<file path="config.mk">
export PLATFORM = sky130hd
export DESIGN_NAME = sli_ram
export DESIGN_NICKNAME = d
export VERILOG_FILES = /design/src/hw/rtl/sli_ram.sv
export SDC_FILE = /design/constraint.sdc
export NUM_CORES = 1
export LEC_CHECK = 0
export ABC_AREA = 0
export BUFFER_PORTS_ARGS = -buffer_cell sky130_fd_sc_hd__buf_4
export CAP_MARGIN = 20
export CORE_MARGIN = 8
export CORE_UTILIZATION = 30
export DETAILED_ROUTE_END_ITERATION = 10
export PLACE_DENSITY = 0.44
export SETUP_SLACK_MARGIN = 0.02
export SLEW_MARGIN = 5
export SYNTH_ARGS = -nofsm -noshare
export SYNTH_HDL_FRONTEND = slang
export SYNTH_SLANG_ARGS = --single-unit
</file>
<file path="constraint.sdc">
create_clock -name clk_i -period 1.98 [get_ports clk_i]
set_clock_uncertainty 0.15 [all_clocks]
set_input_delay 0.198 -clock clk_i [delete_from_list [all_inputs] [get_ports clk_i]]
set_output_delay 0.198 -clock clk_i [all_outputs]
set_load 0.02 [all_outputs]
</file>
<file path="src/hw/rtl/sli_ram.sv">
`default_nettype none
// ----------------------------------------------------------------------------
// sli_ram
// Generic single-port-write, single-port-read RAM with registered read data.
// ----------------------------------------------------------------------------
module sli_ram #(
  parameter int Width = 8,
  parameter int Depth = 16
) (
  input  wire logic                     clk_i,
  input  wire logic                     we_i,
  input  wire logic [$clog2(Depth)-1:0] waddr_i,
  input  wire logic [Width-1:0]         wdata_i,
  input  wire logic                     re_i,
  input  wire logic [$clog2(Depth)-1:0] raddr_i,
  output      logic [Width-1:0]         rdata_o
);

  logic [Width-1:0] mem_q [Depth];
  logic [Width-1:0] rdata_q;

  always_ff @(posedge clk_i) begin
    if (we_i) begin
      mem_q[waddr_i] <= wdata_i;
    end
    if (re_i) begin
      rdata_q <= mem_q[raddr_i];
    end
  end

  assign rdata_o = rdata_q;

endmodule
`default_nettype wire

</file>
# Yosys cells after proc, flatten, opt, wreduce, memory -nomap -nowiden
# Memory sizes are Yosys's and may differ from the RTL's. A register that Yosys moved wholly into a read port is not among the register bits.
# Cells that the tools add are included.
# classes
muxes,2
# op_table
operator,count
$mux 1,2
# word_totals
register_bits,0
ramBits,128
inputBits,19
output_inout_bits,8
mem_count,1
# mem_list
name,words,word_bits,read_ports,rd_clocked_by_memory_dff,write_ports,line_no,rtl
mem_q,16,8,1,1,1,19,logic [Width-1:0] mem_q [Depth];

# Depth between registers and ports, before layout
# depth
word_depth,2
ltp_mapped,5
ltp_nobuf,3

# Worst setup path before layout
# Ideal clock, no wire load.
# synth_path
path_type,input to register
startpoint,input port waddr_i[2]
endpoint,memory mem_q[0][0] (enable)
setup_ns,0.383
arrival_ns,1.308
required_ns,1.447
path_slack_ns,0.139
path_stages,2
path_buffers,0
cell_sequence,or3b_2 -> nor3_1
# synth_rtl
element,line_no,rtl
from (decl),12,"input wire logic [$clog2(Depth)-1:0] waddr_i,"
to (decl),19,
# Straight into the memory's write port.

==> run_results.csv <==
group,metric,value,unit
critical_path,crit_type,"flip-flop to flip-flop",
sta,whs,165.6,ps
sta,worst_slack,285.7,ps
critical_path,end_kind,"flip-flop",
die,ios,27,
die,die-area,0.02191,mm²
pwr,peakVddDrop,0.0005480,V
clock_tree,clkTransAtPathRegs,60,ps
clock_tree,root_buffer,"clkbuf_16",
critical_path,rr_endpoint,"rdata_o[3]$_DFFE_PP_",
grt,first_global_vias,2686,
clock_tree,cts_made_buffers,17,
critical_path,ff2ff_setup_slack,290,ps
detailed_routing,first_pass_iters,4,
logic_synthesis,syn_inst,229,
sta,worst_slew_pin_slew,470.9,ps
grt,track_usage,11.19,%
detailed_routing,drt_iter0_drc,171,
final_layout,regArea,0.004084,mm²
min_path,hp-class,"input pin to flip-flop",
sta,finalCritPeriodShare,85.57,%
sta,setup_violations,0,
sta,fmax,0.5902,GHz
logic_synthesis,synthDistinctLibCells,18,
clock_tree,cts_tree,"yes",
detailed_routing,vias_per_cell,4.605,
grt,grt_util_met2,16.96,%
pwr,switchingPower,1.350,mW
critical_path,setup.worst_path.end,"rdata_o[3]$_DFFE_PP_",
grt,busiest_layer,"met2",
detailed_routing,wl,11350,µm
pwr,combPwrFrac,5.4,%
die,die_y,148.0,µm
final_layout,final_cell_mix,"edfxtp_1, buf_4, mux4_2",
grt,grt_pass1_wl,17310,µm
place,port_buffers,26,
place,place_congestion,0.6917,
detailed_routing,ant_nets,0,
critical_path,arrival,1690,ps
grt,gr-total-overflow,0,
die,fp.dieW,148.0,µm
pwr,p_sw_share,20.07,%
critical_path,reg2reg_depth,3,
sta,hold_violations,0,
pwr,internal_power,5.375,mW
clock_tree,cts_max_level,4,
sta,slew_violations,0,
clock_tree,cts_setup_buffers,0,
pwr,p_seq_share,48.5,%
grt,met3_usage,3.638,%
detailed_routing,wl_per_cell,21.25,µm
logic_synthesis,yosysWarnings,0,
sta,rsz0062_at_grt,"false",
die,initial_utilization,30.43,%
place,dp_cells,493,
critical_path,crit_required,1980,ps
final_layout,area_growth,24.46,%
run_status,status,"finished clean",
final_layout,antenna-diode-count,0,
final_layout,fin_nets,315,
detailed_routing,drcViolationCount,0,
critical_path,cp_max_fo,1,
clock_tree,cts_buffer_depth,2,
die,core-area,0.01718,mm²
final_layout,final_cells,534,
final_layout,final_util,37.88,%
grt,antenna_found_initial,0,
logic_synthesis,synth_nets,248,
die,row_count,48,
final_layout,nFillCells,1584,
critical_path,startpoint_type,"flip-flop",
clock_tree,clock_sinks,136,
place,post-dp-hpwl,7623,µm
final_layout,mostFrequentLayoutCell,"edfxtp_1",
logic_synthesis,synth-seq-area-share,78.12,%
grt,gr-usage-met1,14.61,%
clock_tree,clk_latency,410,ps
pwr,power.density,1034,mW/mm²
final_layout,drive_above_1_share,31.39,%
pwr,pwr-share-clk,46.1,%
sta,slew-limit-headroom,68.61,%
grt,grt_max_degree,22,
logic_synthesis,netlist_area,0.005228,mm²
pwr,leakagePower,2.176,nW
place,place_ws,-7.650,ps
critical_path,rr_startpoint,"mem_q[10][3]$_DFFE_PP_",
detailed_routing,vias,2459,
final_layout,multi_input_area,0.001057,mm²
sta,period_minus_slack,1694,ps
logic_synthesis,syn_area_per_cell,22.83,µm²
critical_path,crit_start,"mem_q[10][3]$_DFFE_PP_",
logic_synthesis,synth_seq_cells,136,
job,maxCapViolations,0,
==> synth_stat cells <==
library cell       n  area (µm²)
mux4_2            18       405.4
nand3_1            1       5.000
nand2_1            9       33.78
buf_4              1       7.510
buf_6              3       33.78
or3b_2             1       8.760
edfxtp_1         136        4084
nor3_1             4       20.02
nor2_1            13       48.80
mux4_1            14       367.9
nand2b_1           2       12.51
and2_1             1       6.260
a22oi_1           16       120.1
nand3b_1           2       15.01
nor2b_1            1       6.260
buf_2              3       15.01
clkdlybuf4s25_2    3       30.03
and2b_1            1       7.510
==> sequential cells by signal (all words and copies together), names as in the netlist <==
| signal | flops |
|---|---|
| rdata_o | 8 |
| mem_q | 128 |
==> per-stage QoR <==
| stage | power (mW) | cell area, µm² | TNS, ps |
|---|---|---|---|
| after floorplan | 3.498 | 5228 | 0 |
| after global placement | 3.682 | 5828 | -28.24 |
| after detailed placement | 3.684 | 5828 | -7.650 |
| after CTS | 6.812 | 6506 | 0 |
| after global routing | 6.961 | 6506 | 0 |
| final | 6.725 | 6506 | 0 |
==> how the worst min path moves through the flow <==
stage                          start               endpoint  slack, ps  cells past startpoint
after global routing      waddr_i[0]  mem_q[4][7]$_DFFE_PP_        170                      3
final                     waddr_i[0]  mem_q[4][5]$_DFFE_PP_        170                      3
after CTS                 waddr_i[0]  mem_q[4][7]$_DFFE_PP_        140                      3
after detailed placement  wdata_i[6]  mem_q[4][6]$_DFFE_PP_        370                      1
after floorplan           wdata_i[0]  mem_q[0][0]$_DFFE_PP_        150                      0
after global placement    wdata_i[7]  mem_q[6][7]$_DFFE_PP_        370                      1
==> critical path, cell delays in order, from the launching register on <==
cell and delay [ps]:
edfxtp_1 360, mux4_1 500, a22oi_1 340, nand2_1 90
==> routing by layer <==
layer  up-vias  part of all wire (%)  wire [µm]
li1       1117                     -          -
met1      1278                    48       5403
met2        51                    47       5347
met3        13                   3.9        442
met4         0                   1.4        156
met5         -                     0          0
==> cell families after synthesis <==
logic type / count (synthesis) / share of synthesized area [%]
muxes: 32 / 14.79
DFF: 136 / 78.12
buffers and inverters: 10 / 1.651
AOI/OAI and AO/OA: 16 / 2.298
and+or+nand+nor: 35 / 3.136
==> power by group through the flow <==
stage	registers, mW	clock network, mW	logic [mW]
final	3.26	3.10	0.362
after global routing	3.27	3.30	0.395
after CTS	3.27	3.17	0.374
after detailed placement	3.33	0	0.358
after global placement	3.32	0	0.357
after floorplan	3.33	0	0.164
==> area by class of cell <==
type / count / area share, %
Sequential cell: 136 / 62.77
Multi-Input combinational cell: 83 / 16.25
Timing Repair Buffer: 58 / 7.615
Clock buffer: 19 / 6.654
Tap cell: 225 / 4.327
Clock inverter: 13 / 2.385
==> repair_timing <==
item,CTS,global route
endpoints found under the hold margin,136,0
endpoints found under the setup margin,0,0
hold buffers,9,0
gates resized for setup,0,0
No activity file was read; power rests on OpenSTA's default activity.
