## src/hw/rtl/sli_pkg.sv

```systemverilog
`default_nettype none
// ----------------------------------------------------------------------------
// sli_pkg
// Shared types and constants of the span list intersection block.
// ----------------------------------------------------------------------------
package sli_pkg;

  localparam int CLIP_DEPTH = 256;
  localparam int MAX_RUN    = 64;

  localparam int AddrW = $clog2(CLIP_DEPTH);
  localparam int PtrW  = $clog2(CLIP_DEPTH + 1);
  localparam int RunW  = $clog2(MAX_RUN + 1);
  // Wide enough for a 16-bit coordinate plus an offset plus a 16-bit length.
  localparam int CmpW  = 19;

  typedef enum logic [1:0] {
    REQ_APPEND = 2'd0,
    REQ_OBJECT = 2'd1,
    REQ_REWIND = 2'd2,
    REQ_CLEAR  = 2'd3
  } req_e;

  typedef enum logic {
    CFG_OFFSET_X = 1'b0,
    CFG_OFFSET_Y = 1'b1
  } cfg_e;

  typedef struct packed {
    logic [1:0]         req_type;
    logic signed [15:0] span_x;
    logic signed [15:0] span_y;
    logic [15:0]        span_len;
    logic [7:0]         span_coverage;
  } req_t;

  typedef struct packed {
    logic signed [15:0] out_x;
    logic signed [15:0] out_y;
    logic [15:0]        out_len;
    logic [7:0]         out_coverage;
    logic               out_last;
    logic               out_truncated;
  } res_t;

  // One stored clip span, also the object span held during a walk.
  typedef struct packed {
    logic signed [15:0] x;
    logic signed [15:0] y;
    logic [15:0]        len;
    logic [7:0]         cov;
  } clip_t;

  // Verdict of comparing one clip entry against the current object span.
  typedef struct packed {
    logic        row_after;
    logic        row_before;
    logic        clip_before;
    logic        span_before;
    logic        nonzero;
    logic        span_ends_first;
    logic [15:0] ovl_x;
    logic [15:0] ovl_len;
    logic [7:0]  ovl_cov;
  } dec_t;

endpackage
`default_nettype wire

```

## src/hw/rtl/sli_cmp.sv

```systemverilog
`default_nettype none
// ----------------------------------------------------------------------------
// sli_cmp
// Compares one offset clip entry against the object span and forms the overlap.
// ----------------------------------------------------------------------------
module sli_cmp (
  input  wire sli_pkg::clip_t     span_i,
  input  wire sli_pkg::clip_t     entry_i,
  input  wire logic signed [15:0] off_x_i,
  input  wire logic signed [15:0] off_y_i,
  output      sli_pkg::dec_t      dec_o
);
  import sli_pkg::*;

  logic signed [CmpW-1:0] cy, sy, cx1, cx2, sx1, sx2, clen, slen;
  logic signed [CmpW-1:0] ox, oe, olen;
  logic [15:0]            prod;
  logic [16:0]            cov_sum;

  always_comb begin
    cy   = CmpW'(entry_i.y) + CmpW'(off_y_i);
    sy   = CmpW'(span_i.y);
    clen = CmpW'(entry_i.len);
    slen = CmpW'(span_i.len);
    cx1  = CmpW'(entry_i.x) + CmpW'(off_x_i);
    cx2  = cx1 + clen;
    sx1  = CmpW'(span_i.x);
    sx2  = sx1 + slen;
    ox   = (sx1 > cx1) ? sx1 : cx1;
    oe   = (sx2 < cx2) ? sx2 : cx2;
    olen = oe - ox;
  end

  // Coverage mix: (p + (p >> 8) + 0x80) >> 8, never above 255.
  always_comb begin
    prod    = 16'(span_i.cov * entry_i.cov);
    cov_sum = 17'(prod) + 17'(prod[15:8]) + 17'h80;
  end

  always_comb begin
    dec_o.row_after       = cy > sy;
    dec_o.row_before      = cy < sy;
    dec_o.clip_before     = (cx1 < sx1) && (cx2 < sx1);
    dec_o.span_before     = (sx1 < cx1) && (sx2 < cx1);
    dec_o.nonzero         = olen != '0;
    dec_o.span_ends_first = sx2 < cx2;
    dec_o.ovl_x           = ox[15:0];
    dec_o.ovl_len         = olen[15:0];
    dec_o.ovl_cov         = cov_sum[15:8];
  end

endmodule
`default_nettype wire

```

## config.mk

```make
export PLATFORM = sky130hd
export DESIGN_NAME = sli_cmp
export DESIGN_NICKNAME = d
export VERILOG_FILES = /design/src/hw/rtl/sli_pkg.sv /design/src/hw/rtl/sli_cmp.sv
export SDC_FILE = /design/constraint.sdc
export NUM_CORES = 1
export LEC_CHECK = 0
export BUFFER_PORTS_ARGS = -buffer_cell sky130_fd_sc_hd__buf_2
export CORE_MARGIN = 1.5
export CORE_UTILIZATION = 30
export DETAILED_ROUTE_END_ITERATION = 16
export PLACE_DENSITY = 0.57
export REMOVE_ABC_BUFFERS = 1
export SLEW_MARGIN = 30
export SYNTH_ARGS = -nofsm -noshare
export SYNTH_HDL_FRONTEND = slang
export SYNTH_SLANG_ARGS = --single-unit
```

## constraint.sdc

```tcl
create_clock -name vclk -period 16.3
set_input_delay 0.815 -clock vclk [all_inputs]
set_output_delay 0.815 -clock vclk [all_outputs]
set_load 0.02 [all_outputs]
```

* Word level (Yosys, flattened, before mapping)
Cells that the tools add are included. Widths: inputs -> output; s select.
Word-level totals: bits in registers 0, word-level logic and storage cells 21, input port bits 144
Operators by class: multiplexer cells 2, $lt $le $gt $ge 8, reduce and logical (&&, ||, !) cells 3, multiply operators 1, $add $sub $neg 7
Operators with widths (number):
- $mux 19 | 2
- $add 16x16->17 | 2
- $lt 17x16->1 | 2
- $reduce_bool 19->1 | 1
- $sub 19x19->19 | 1
- $add 16x17->18 | 1
- $add 17x17->18 | 1
- $lt 18x16->1 | 1
- $lt 18x17->1 | 1
- $lt 18x18->1 | 1
- $gt 16x17->1 | 1
- $gt 17x16->1 | 1
- $lt 16x17->1 | 1
- $add 16x8->16 | 1
- $add 16x8->16 const B | 1
- $mul 8x8->16 | 1
- $logic_and 1x1->1 | 2

* Logic depth before layout (Yosys ltp)
depth after elaboration 6, mapped depth 38, gate-level depth less buffers 37

* Worst setup path after synthesis
No wires, ideal clock.
path kind input -> output, start point in entry_i[41] (netlist name), end point out dec_o[41] (netlist name), required time 15.485 ns, data arrival time 7.575 ns, slack 7.910 ns, cell stages on the path 32, path through ha_1 -> a211oi_1 -> o211a_1 -> o31ai_1 -> o41ai_1 -> o21bai_1 -> a21oi_1 -> xnor2_1 -> ha_1 -> and3_1 -> a211o_1 -> a21oi_2 -> xor2_2 -> ha_1 -> a2111oi_0 -> o211a_1 -> a21oi_1 -> o22ai_2 -> buf_2 -> mux2i_1 -> ha_1 -> inv_1 -> fa_1 -> a21oi_1 -> o2111ai_1 -> a21oi_1 -> o31ai_1 -> o21ai_0 -> nand2b_1 -> xor2_1 -> nor2_1 -> nand4_1
RTL lines:
- start: declaration | line sli_cmp.sv:8 | input wire sli_pkg::clip_t entry_i,
- end: declaration | line sli_cmp.sv:11 | output sli_pkg::dec_t dec_o

==> metrics.csv <==
stage,metric,value,unit
sta,final period demand of the worst path,9.650,ns
cells_and_area,fill count,3074,
cells_and_area,"leading cell type in the layout, fill and taps excluded",ha_1,
hold_path,hold path startpoint,span_i[42],
floorplanning,Ports,190,
cts,CTS Hold Bufs,0,
cts,setup bufs post-CTS,0,
cells_and_area,final net count,1683,
critical_path,crit path capture type,primary output,
critical_path,WP data required,15.49,ns
synth,sequential fraction of the synthesis area,0,
critical_path,crit-path leading delay family,compound AO/OA/AOI/OAI gates,
hold_path,Hold WC Path Type,input pin to primary output,
pwr,worst vdd ir,0.00009632,V
cts,post-CTS sizing,0,
critical_path,CP Launch Type,input pin,
cells_and_area,post-layout util,0.3572,
synth,synthesized area,8635,um^2
sta,TNS Setup,0,ns
cells_and_area,Area Overhead vs Synth,16.19,%
route,initial detailed-routing violation count,208,
critical_path,CP Class,input pin to primary output,
job,max cap viols,0,
critical_path,Worst path max stage delay,0.72,ns
route,Post-DRT Antenna Nets,0,
critical_path,"Top cell by count, worst path",ha_1,
route,average wire per standard cell,14.11,um
floorplanning,Starting Density,0.3074,
floorplanning,Site Rows,61,
global_route,vias in the first global route,8194,
sta,Final Max Tran Viols,0,
global_route,largest net degree at the start of global routing,27,
cells_and_area,FFs & Latches,0,
synth,Cells after Synth,1092,
floorplanning,Die Y,172.7,um
pwr,overall power,1.552,mW
synth,biggest area consumer among synthesized cells,ha_1,
critical_path,"critical path fanouts, max",18,
pwr,LEAKAGE,5.306,nW
global_route,initial antenna violation count,2,
place,Final HPWL DP,21180,um
sta,period utilization,0.5920,
synth,synth unique cells,72,
sta,max_slew headroom,0.3810,
route,drc violations,0,
global_route,grt total ovfl,0,
run_status,status,"complete, no violations",
cells_and_area,most frequent cells in the layout,"219 x ha_1, 190 x buf_2, 146 x inv_1",
cells_and_area,clock buffer count,0,
critical_path,crit path from,entry_i[41],
route,vias per std cell,4.973,
cells_and_area,register area,0,um^2
critical_path,Critical Path AT,8.84,ns
cells_and_area,design area,10030,um^2
global_route,first-pass GRT wire length,38150,um
route,Pre-Repair DR Iteration Count,5,
critical_path,critical path buffer and inverter count,2,
place,I/O Buffers,190,
synth,post-synth top area share,0.3173,
synth,syn_area_per_cell,7.907,um^2
cells_and_area,ratio of cells with drive above 1 in the final layout,0.1809,
critical_path,crit path to,dec_o[41],
place,gp weighted congestion,0.8605,
synth,Area contributors post-synth,"ha_1 32%, fa_1 9.5%, inv_1 6.3%, xnor2_1 6.1%, a21oi_1 4.2%",
floorplanning,core box area,28090,um^2
sta,Slew @ Worst Pin,0.9286,ns
critical_path,Worst path depth,31,
sta,fmax,103.6,MHz
critical_path,critical path's slowest cell,o22ai_2,
sta,Setup Viol. Count Final,0,
route,WL final,23380,um
sta,RSZ-0062 raised after global routing,no,
floorplanning,Die X,172.7,um
synth,Yosys Warn Count,0,
place,dpl cell area,10030,um^2
sta,final hold vios,0,
floorplanning,die area,29810,um^2
sta,WHS,2.066,ns
pwr,pwr dens,154.7,nW/um^2
global_route,GRT Total Usage,0.1516,
cells_and_area,area taken by multi-input logic gates,8044,um^2
route,Vias,8241,
-- Yosys cell counts, drive strengths merged (5+ instances only) --
library cell  number
o21a              27
nand2             63
o22ai              8
ha               219
a21oi             76
a21o              29
o211ai             6
nand3             19
a211o              7
a211oi            13
mux2i             34
o21bai             8
o31ai              7
nand4             13
nor2b             23
and3               5
nand2b            14
xor2              22
mux2              19
o21ai             53
and2              38
nor3              22
a2111oi            6
inv              147
fa                41
nor2              62
xnor2             60
-- through the flow --
step	setup WS (ns)	cells
finish	6.650	1657
global route	5.939	1657
CTS	6.620	1655
detailed placement	6.623	1655
global placement	6.870	1655
floorplan	7.566	1086
-- metal layers --
metal	GRT usage	vias to the layer above	share of wire
met5	0	-	0
met4	0.01884	0	0.011
met3	0.01099	14	0.038
met2	0.2829	159	0.49
met1	0.1942	3803	0.46
li1	-	4265	-
-- layout make-up --
class / count / share of cell area
diodes: 2 / 0.0004989
repair buffers: 191 / 0.09554
well taps: 378 / 0.04714
multi-input cells: 939 / 0.8018
inverters: 147 / 0.05500
-- power by group --
part | internal [mW] | total (mW) | switching, mW
Clock | 0.0000000164 | 0.0000000164 | 0
Sequential | 0 | 0 | 0
Combinational | 0.632 | 1.55 | 0.920
Total | 0.632 | 1.55 | 0.920
-- kinds of logic after synthesis --
family | synth area share
AOI/OAI and AO/OA | 0.2111
and+or+nand+nor | 0.1590
xor gates and xnor gates | 0.08405
buffers and inverters | 0.06926
muxes | 0.06419
adders and majority gates | 0.4124
-- worst min path at each step --
stage	endpoint	depth (start not counted)	slack, ns
4_1_cts	dec_o[38]	4	2.07
3_5_place_dp	dec_o[38]	4	2.07
5_1_grt	dec_o[25]	4	2.10
6_report	dec_o[26]	4	2.07
3_3_place_gp	dec_o[38]	4	2.06
2_1_floorplan	dec_o[24]	1	1.83
(Power assumes the default switching activity.)
